## src/design/cci_pkg.sv

```systemverilog
// Shared types and constants for the commodity channel index block.
package cci_pkg;

    localparam int PRICE_W  = 32;
    localparam int PERIOD_W = 7;
    localparam int CCI_W    = 24;
    localparam int SUM3_W   = PRICE_W + 2;
    localparam int TCNT_W   = 2;
    localparam int RECIP_W  = 34;
    localparam int TP_SHIFT = 35;
    localparam logic [TCNT_W-1:0] TP_STEPS = 2'd2;
    // ceil(2^35 / 3); exact floor divide by three for sums below 2^35
    localparam logic [RECIP_W-1:0] RECIP3 = 34'h2_AAAA_AAAB;
    localparam logic [PERIOD_W-1:0] PERIOD_RESET = 7'd20;
    localparam logic [2:0] REG_PERIOD_ADDR = 3'd0;
    localparam logic [CCI_W-1:0] CCI_MAX = 24'h7FFFFF;
    localparam logic [CCI_W-1:0] CCI_MIN = 24'h800000;

    typedef enum logic [3:0] {
        ST_IDLE, ST_TP_DIV, ST_WRITE, ST_RD1, ST_ACC1, ST_RD2, ST_MUL2, ST_ACC2,
        ST_PROD_TP, ST_MAG, ST_NUMW, ST_NUM, ST_QDIV, ST_DONE
    } state_t;

    typedef enum logic [3:0] {
        OP_NONE, OP_LOAD, OP_TP_STEP, OP_WRITE, OP_RD, OP_ACC1, OP_MUL2, OP_ACC2,
        OP_PROD_TP, OP_MAG, OP_NUMW, OP_NUM, OP_Q_STEP, OP_OUT
    } op_t;

    typedef struct packed {
        op_t op;
    } cmd_t;

    typedef struct packed {
        logic tp_done;
        logic last_entry;
        logic q_done;
        logic out_free;
    } sts_t;

endpackage

```

## src/design/cci_ctrl.sv

```systemverilog
// Controller state machine sequencing the index datapath.
module cci_ctrl (
    input  logic          aclk,
    input  logic          aresetn,
    input  logic          in_valid,
    input  cci_pkg::sts_t sts,
    output logic          in_ready,
    output cci_pkg::cmd_t cmd
);

    cci_pkg::state_t state_reg, state_next;

    always_ff @(posedge aclk) begin
        if (!aresetn) begin
            state_reg <= cci_pkg::ST_IDLE;
        end else begin
            state_reg <= state_next;
        end
    end

    always_comb begin
        state_next = state_reg;
        unique case (state_reg)
            cci_pkg::ST_IDLE:    if (in_valid) state_next = cci_pkg::ST_TP_DIV;
            cci_pkg::ST_TP_DIV:  if (sts.tp_done) state_next = cci_pkg::ST_WRITE;
            cci_pkg::ST_WRITE:   state_next = cci_pkg::ST_RD1;
            cci_pkg::ST_RD1:     state_next = cci_pkg::ST_ACC1;
            cci_pkg::ST_ACC1:    state_next = sts.last_entry ? cci_pkg::ST_RD2
                                                             : cci_pkg::ST_RD1;
            cci_pkg::ST_RD2:     state_next = cci_pkg::ST_MUL2;
            cci_pkg::ST_MUL2:    state_next = cci_pkg::ST_ACC2;
            cci_pkg::ST_ACC2:    state_next = sts.last_entry ? cci_pkg::ST_PROD_TP
                                                             : cci_pkg::ST_RD2;
            cci_pkg::ST_PROD_TP: state_next = cci_pkg::ST_MAG;
            cci_pkg::ST_MAG:     state_next = cci_pkg::ST_NUMW;
            cci_pkg::ST_NUMW:    state_next = cci_pkg::ST_NUM;
            cci_pkg::ST_NUM:     state_next = cci_pkg::ST_QDIV;
            cci_pkg::ST_QDIV:    if (sts.q_done) state_next = cci_pkg::ST_DONE;
            cci_pkg::ST_DONE:    if (sts.out_free) state_next = cci_pkg::ST_IDLE;
            default:             state_next = cci_pkg::ST_IDLE;
        endcase
    end

    always_comb begin
        in_ready = 1'b0;
        cmd.op   = cci_pkg::OP_NONE;
        unique case (state_reg)
            cci_pkg::ST_IDLE: begin
                in_ready = 1'b1;
                if (in_valid) cmd.op = cci_pkg::OP_LOAD;
            end
            cci_pkg::ST_TP_DIV:  if (!sts.tp_done) cmd.op = cci_pkg::OP_TP_STEP;
            cci_pkg::ST_WRITE:   cmd.op = cci_pkg::OP_WRITE;
            cci_pkg::ST_RD1:     cmd.op = cci_pkg::OP_RD;
            cci_pkg::ST_ACC1:    cmd.op = cci_pkg::OP_ACC1;
            cci_pkg::ST_RD2:     cmd.op = cci_pkg::OP_RD;
            cci_pkg::ST_MUL2:    cmd.op = cci_pkg::OP_MUL2;
            cci_pkg::ST_ACC2:    cmd.op = cci_pkg::OP_ACC2;
            cci_pkg::ST_PROD_TP: cmd.op = cci_pkg::OP_PROD_TP;
            cci_pkg::ST_MAG:     cmd.op = cci_pkg::OP_MAG;
            cci_pkg::ST_NUMW:    cmd.op = cci_pkg::OP_NUMW;
            cci_pkg::ST_NUM:     cmd.op = cci_pkg::OP_NUM;
            cci_pkg::ST_QDIV:    if (!sts.q_done) cmd.op = cci_pkg::OP_Q_STEP;
            cci_pkg::ST_DONE:    if (sts.out_free) cmd.op = cci_pkg::OP_OUT;
            default:             cmd.op = cci_pkg::OP_NONE;
        endcase
    end

endmodule

```

## config.mk

```make
export PLATFORM = sky130hd
export DESIGN_NAME = cci_ctrl
export DESIGN_NICKNAME = d
export VERILOG_FILES = /design/src/design/cci_pkg.sv /design/src/design/cci_ctrl.sv
export SDC_FILE = /design/constraint.sdc
export NUM_CORES = 1
export LEC_CHECK = 0
export ABC_AREA = 1
export BUFFER_PORTS_ARGS = -buffer_cell sky130_fd_sc_hd__buf_4
export CAP_MARGIN = 20
export CORE_AREA = 3 3 40 42
export CTS_CLUSTER_DIAMETER = 120
export DETAILED_ROUTE_END_ITERATION = 8
export DIE_AREA = 0 0 43 45
export PLACE_DENSITY = 0.63
export SKIP_CTS_REPAIR_TIMING = 1
export SYNTH_ARGS = -nofsm -noshare
export SYNTH_HDL_FRONTEND = slang
export SYNTH_SLANG_ARGS = --single-unit
```

## constraint.sdc

```tcl
create_clock -name aclk -period 1.73 [get_ports aclk]
set_clock_uncertainty 0.15 [all_clocks]
set_input_delay 0.346 -clock aclk [delete_from_list [all_inputs] [get_ports aclk]]
set_output_delay 0.346 -clock aclk [all_outputs]
set_load 0.1 [all_outputs]
```

==> results.sh, run 1 <==
export IMPL_insertion_delay_ns=0.23
export IMPL_ys_seq_elements=4
export IMPL_rsz0062_at_grt="yes"
export IMPL_wl_met3_um=26
export IMPL_vias=591
export IMPL_cap_violations=0
export IMPL_crit_required_ns=1.23
export IMPL_area_delta_synth_final_pct=90.0
export IMPL_crit_start="state_reg[2]$_SDFFE_PN0P_"
export IMPL_holdWs_ns=0.243
export IMPL_ir_drop_v=0.00102
export IMPL_antenna_found_initial=0
export IMPL_synth_top_cell_area_share_pct=18.8
export IMPL_synth_largest_area_cell="dfxtp_1"
export IMPL_fp_row_count=13
export IMPL_synth_nets=84
export IMPL_grt_pass1_wl_um=2020
export IMPL_io_pins=12
export IMPL_post_route_period_util_pct=107
export IMPL_pwr_share_clk_pct=12.8
export IMPL_cts_sinks=4
export IMPL_grtUsageTotal_pct=13.6
export IMPL_clock_fmax_ghz=0.540
export IMPL_yosysWarnings=0
export IMPL_h_tree_depth=1
export IMPL_p_int_w=0.000408
export IMPL_p_leak_nw=0.423
export IMPL_synthCells=77
export IMPL_hold_viol=0
export IMPL_cp_arrival_ns=1.36
export IMPL_drtPass1Iterations=4
export IMPL_first_iter_violations=3
export IMPL_worstSetupEndpointType="output port"
export IMPL_routed_wl_um=1330
export IMPL_utilization_pct=62.9
export IMPL_diodes=0
export IMPL_grt_ovfl_total=0
export IMPL_die_area_um2=1940
export IMPL_synth_commonest_cells="20 x nand2_1, 13 x inv_1, 9 x nand3_1, 7 x nor2_1"
export IMPL_cts_made_buffers=3
export IMPL_power_frac_seq_pct=15.3
export IMPL_place_ws_ns=-0.0430
export IMPL_critical_path_startpoint_type="flop"
export IMPL_highest_layer="met4"
export IMPL_synth_edff_count=0
export IMPL_grt_max_degree=8
export IMPL_die_w_um=43
export IMPL_syn_area_um2=425
export IMPL_tightest_slew_ns=0.204
export IMPL_setup_viol=4
export IMPL_min_path_type="input port to flop"
export IMPL_port_buffers=11
export IMPL_critPathKind="flop to output port"
export IMPL_fin_nets=119
export IMPL_period_minus_slack_ns=1.85
export IMPL_violations="setup timing"
export IMPL_synth_avg_cell_area_um2=5.52
export IMPL_cts_root_buf="clkbuf_4"
export IMPL_drc_errors=0
export IMPL_vias_per_cell=4.73
export IMPL_yosysMostFrequentCell="nand2_1"
export IMPL_combPwrFrac_pct=71.9
export IMPL_core_area_um2=1280
export IMPL_synth_flop_cell="dfxtp_1"
export IMPL_setup_ws_ns=-0.122
export IMPL_synth_area_leaders="dfxtp_1 19%, nand2_1 18%, inv_1 11%"
export IMPL_grt_pass1_vias=538
export IMPL_drive_gt1_share_pct=60.0
export IMPL_relSlewSlack_pct=86.4
export IMPL_die_h_um=45
export IMPL_dp_hpwl_um=953
export IMPL_wl_per_cell_um=10.7
export IMPL_clkTransAtPathRegs_ns=0.04
export IMPL_async_flop_share_pct=0
export IMPL_initial_core_util_pct=33.1
export IMPL_status="finished with violations"
export IMPL_cts_tree="built"
export IMPL_synthDistinctLibCells=16
export IMPL_largest_reg_flops=4
export IMPL_wl_met2_um=709
export IMPL_yosysSeqAreaShare_pct=18.8
export IMPL_hp_start="aresetn"
export IMPL_pwr_density_cell_nw_per_um2=1100
export IMPL_r2r_start="state_reg[0]$_SDFFE_PN0P_"
export IMPL_p_sw_share_pct=54.0
export IMPL_wl_met1_um=561
export IMPL_slew_viol_final=0
export IMPL_cp_max_fo=4
export IMPL_drtAntennaViolNets=0
export IMPL_switchingPower_w=0.000479
export IMPL_gp_congestion=0.836
export IMPL_clk_path_buf_depth=2
metal layers:
layer,GRT usage [%],vias to the layer above
met2,24.3,11
met3,1.20,4
met1,15.6,266
met4,9.04,0
li1,-,310
met5,0,-
kinds of logic (layout without fill, tap and decap cells):
| group | after synthesis | count (layout) | share of synthesized area, % |
|---|---|---|---|
| simple gates | 51 | 51 | 58.5 |
| buf+inv | 16 | 49 | 14.1 |
| compound gates | 6 | 6 | 8.53 |
| flops | 4 | 4 | 18.8 |
cell usage in the layout (no fill, tap or decap), drive strengths merged, types with 3 or more instances in the layout:
master	n
buf	30
nand2	25
inv	16
nor2	13
nand3	9
dfxtp	4
a21oi	4
nand3b	3
clkbuf	3
area by class of cell:
| class | count | area (µm²) |
|---|---|---|
| Clock buffer | 3 | 22.5 |
| Fill cell | 117 | 477 |
| Inverter | 16 | 60.1 |
| Multi-Input combinational cell | 57 | 349 |
| Sequential cell | 4 | 92.6 |
| Tap cell | 15 | 18.8 |
| Timing Repair Buffer | 30 | 265 |
worst max-delay path: stages (launching register included):
cell and delay [ns]:
dfxtp_4 0.38, inv_2 0.05, nor2_4 0.14, inv_2 0.07
nor2_4 0.11, nor2_1 0.05, nand4_1 0.12, buf_8 0.21
per-stage QoR:
stage / instances / setup TNS [ns] / instance area, µm² / total power (W)
after floorplan: 77 / -0.645 / 468 / 0.000539
after global placement: 115 / -0.0493 / 659 / 0.000668
after detailed placement: 115 / -0.0464 / 659 / 0.000667
after CTS: 118 / -0.989 / 682 / 0.000789
after global routing: 125 / -0.666 / 808 / 0.000934
final: 125 / -0.338 / 808 / 0.000887
worst paths after layout:
path | end | slack, ns | cells past startpoint
hold reg to reg | state_reg[0]$_SDFFE_PN0P_ | 0.37 | 2
setup / recovery | cmd[0] | -0.12 | 7
hold / removal | state_reg[0]$_SDFFE_PN0P_ | 0.24 | 3
setup reg to reg | state_reg[2]$_SDFFE_PN0P_ | 0.24 | 8
power by group through the flow:
stage | sequential (W) | combinational (W) | clock, W
2_1_floorplan | 0.000131 | 0.000408 | 0
3_3_place_gp | 0.000134 | 0.000535 | 0
3_5_place_dp | 0.000134 | 0.000533 | 0
4_1_cts | 0.000133 | 0.000538 | 0.000118
5_1_grt | 0.000138 | 0.000675 | 0.000120
6_report | 0.000136 | 0.000637 | 0.000114
(Power assumes the default switching activity.)
==> inputs of run 2 (changes only) <==
--- a/config.mk
+++ b/config.mk
@@ -6,7 +6,7 @@
 export NUM_CORES = 1
 export LEC_CHECK = 0
 export ABC_AREA = 1
-export BUFFER_PORTS_ARGS = -buffer_cell sky130_fd_sc_hd__buf_4
+export BUFFER_PORTS_ARGS = -buffer_cell sky130_fd_sc_hd__buf_2
 export CAP_MARGIN = 20
 export CORE_AREA = 3 3 40 42
 export CTS_CLUSTER_DIAMETER = 120
==> constraint.sdc (replaced) <==
create_clock -name aclk -period 2.2 [get_ports aclk]
set_clock_uncertainty 0.15 [all_clocks]
set_input_delay 0.44 -clock aclk [delete_from_list [all_inputs] [get_ports aclk]]
set_output_delay 0.44 -clock aclk [all_outputs]
set_load 0.1 [all_outputs]
==> run 2 against run 1 <==
Compared with the run above: the flow now finishes without violations; combinational power shrank 37%; global-route usage decreased by 1.5 points; final area is 27% lower; sequential share of layout area is 2.5 points higher; critical endpoint unchanged.
==> results.sh, run 2 (synthesis results as in run 1) <==
export IMPL_status="complete, no violations"
export IMPL_critical_path_startpoint_type="flop"
export IMPL_most_common_layout_cells="20 x nand2_1, 11 x inv_1, 9 x nand3_1"
export IMPL_clock_fmax_ghz=0.480
export IMPL_die_w_um=43
export IMPL_insertion_delay_ns=0.23
export IMPL_gp_congestion=0.865
export IMPL_worstSetupEndpointType="output port"
export IMPL_cts_root_buf="clkbuf_4"
export IMPL_wl_per_cell_um=10.4
export IMPL_drive_gt1_share_pct=37.4
export IMPL_area_delta_synth_final_pct=39.1
export IMPL_h_tree_depth=1
export IMPL_n_fill_cell=136
export IMPL_multi_input_area_um2=305
export IMPL_cp_max_fo=6
export IMPL_io_pins=12
export IMPL_cts_sinks=4
export IMPL_critPathKind="flop to output port"
export IMPL_cts_tree="built"
export IMPL_drc_errors=0
export IMPL_period_minus_slack_ns=2.08
export IMPL_initial_core_util_pct=33.1
export IMPL_r2r_start="state_reg[0]$_SDFFE_PN0P_"
export IMPL_slew_viol_final=0
export IMPL_grt_pass1_wl_um=1830
export IMPL_power_w=0.000595
export IMPL_die_area_um2=1940
export IMPL_clk_path_buf_depth=2
export IMPL_largest_reg_flops=4
export IMPL_dp_hpwl_um=921
export IMPL_utilization_pct=46.1
export IMPL_diodes=0
export IMPL_holdWs_ns=0.333
export IMPL_hp_start="aresetn"
export IMPL_post_route_period_util_pct=94.7
export IMPL_cts_made_buffers=3
export IMPL_fp_row_count=13
export IMPL_fin_nets=100
export IMPL_grt_ovfl_total=0
export IMPL_cap_violations=0
export IMPL_die_h_um=45
export IMPL_pwr_density_cell_nw_per_um2=1000
export IMPL_crit_start="state_reg[2]$_SDFFE_PN0P_"
export IMPL_core_area_um2=1280
export IMPL_grt_pass1_vias=466
export IMPL_tightest_slew_ns=0.484
export IMPL_relSlewSlack_pct=67.9
export IMPL_p_leak_nw=0.304
export IMPL_port_buffers=11
export IMPL_cp_arrival_ns=1.49
export IMPL_clkTransAtPathRegs_ns=0.04
export IMPL_grt_max_degree=8
export IMPL_crit_required_ns=1.61
export IMPL_ir_drop_v=0.000395
export IMPL_hold_viol=0
export IMPL_vias_per_cell=4.89
export IMPL_setup_viol=0
export IMPL_min_path_type="input port to flop"
export IMPL_first_iter_violations=19
export IMPL_antenna_found_initial=0
export IMPL_vias=518
export IMPL_layout_commonest_cell="nand2_1"
export IMPL_routed_wl_um=1110
export IMPL_grtUsageTotal_pct=12.1
export IMPL_drtPass1Iterations=4
export IMPL_rsz0062_at_grt="no"
export IMPL_drtAntennaViolNets=0
export IMPL_seqCellArea_um2=82.6
-- run 2: changes by cell type in the layout (fill, tap and decap cells not counted), sizes merged --
cell and change:
clkbuf +1, clkinv +1, inv -1, buf -20
-- run 2: layout make-up --
| type | count | share of cell area, % |
|---|---|---|
| Sequential cell | 4 | 14.0 |
| Clock buffer | 3 | 3.81 |
| Multi-Input combinational cell | 57 | 51.6 |
| Inverter | 16 | 10.1 |
| Tap cell | 15 | 3.17 |
| Timing Repair Buffer | 11 | 17.3 |
-- run 2: critical path: stages (launching register included) --
cell and delay [ns]:
dfxtp_1 0.43, inv_1 0.10, nor2_4 0.14, inv_1 0.09, nor2_2 0.11, nor2_1 0.05, nand4_1 0.14, buf_12 0.19
-- run 2: final timing paths --
check | to | slack (ns) | depth (start not counted)
setup / recovery | cmd[0] | 0.12 | 7
hold / removal | state_reg[0]$_SDFFE_PN0P_ | 0.33 | 3
setup reg to reg | state_reg[0]$_SDFFE_PN0P_ | 0.78 | 8
hold reg to reg | state_reg[0]$_SDFFE_PN0P_ | 0.44 | 2
-- run 2: layer usage --
layer	global-route usage, %	part of all wire, %
met5	0	0
met4	5.42	0
met3	0	5.7
met2	22.2	54
met1	15.1	41
-- run 2: metrics by stage --
step	TNS [ns]	setup WS [ns]	instance area, µm²	std cells
floorplan	-0.269	-0.269	448	77
global placement	0	0.320	567	103
detailed placement	0	0.307	567	103
CTS	0	0.0598	589	106
global route	0	0.0118	592	106
finish	0	0.117	592	106
-- run 2: where the power goes --
part           total (W)  internal, W  switching [W]
Combinational   0.000399     0.000106       0.000293
Sequential      0.000107    0.0000844      0.0000229
Clock          0.0000886    0.0000609      0.0000278
Total           0.000595     0.000251       0.000343
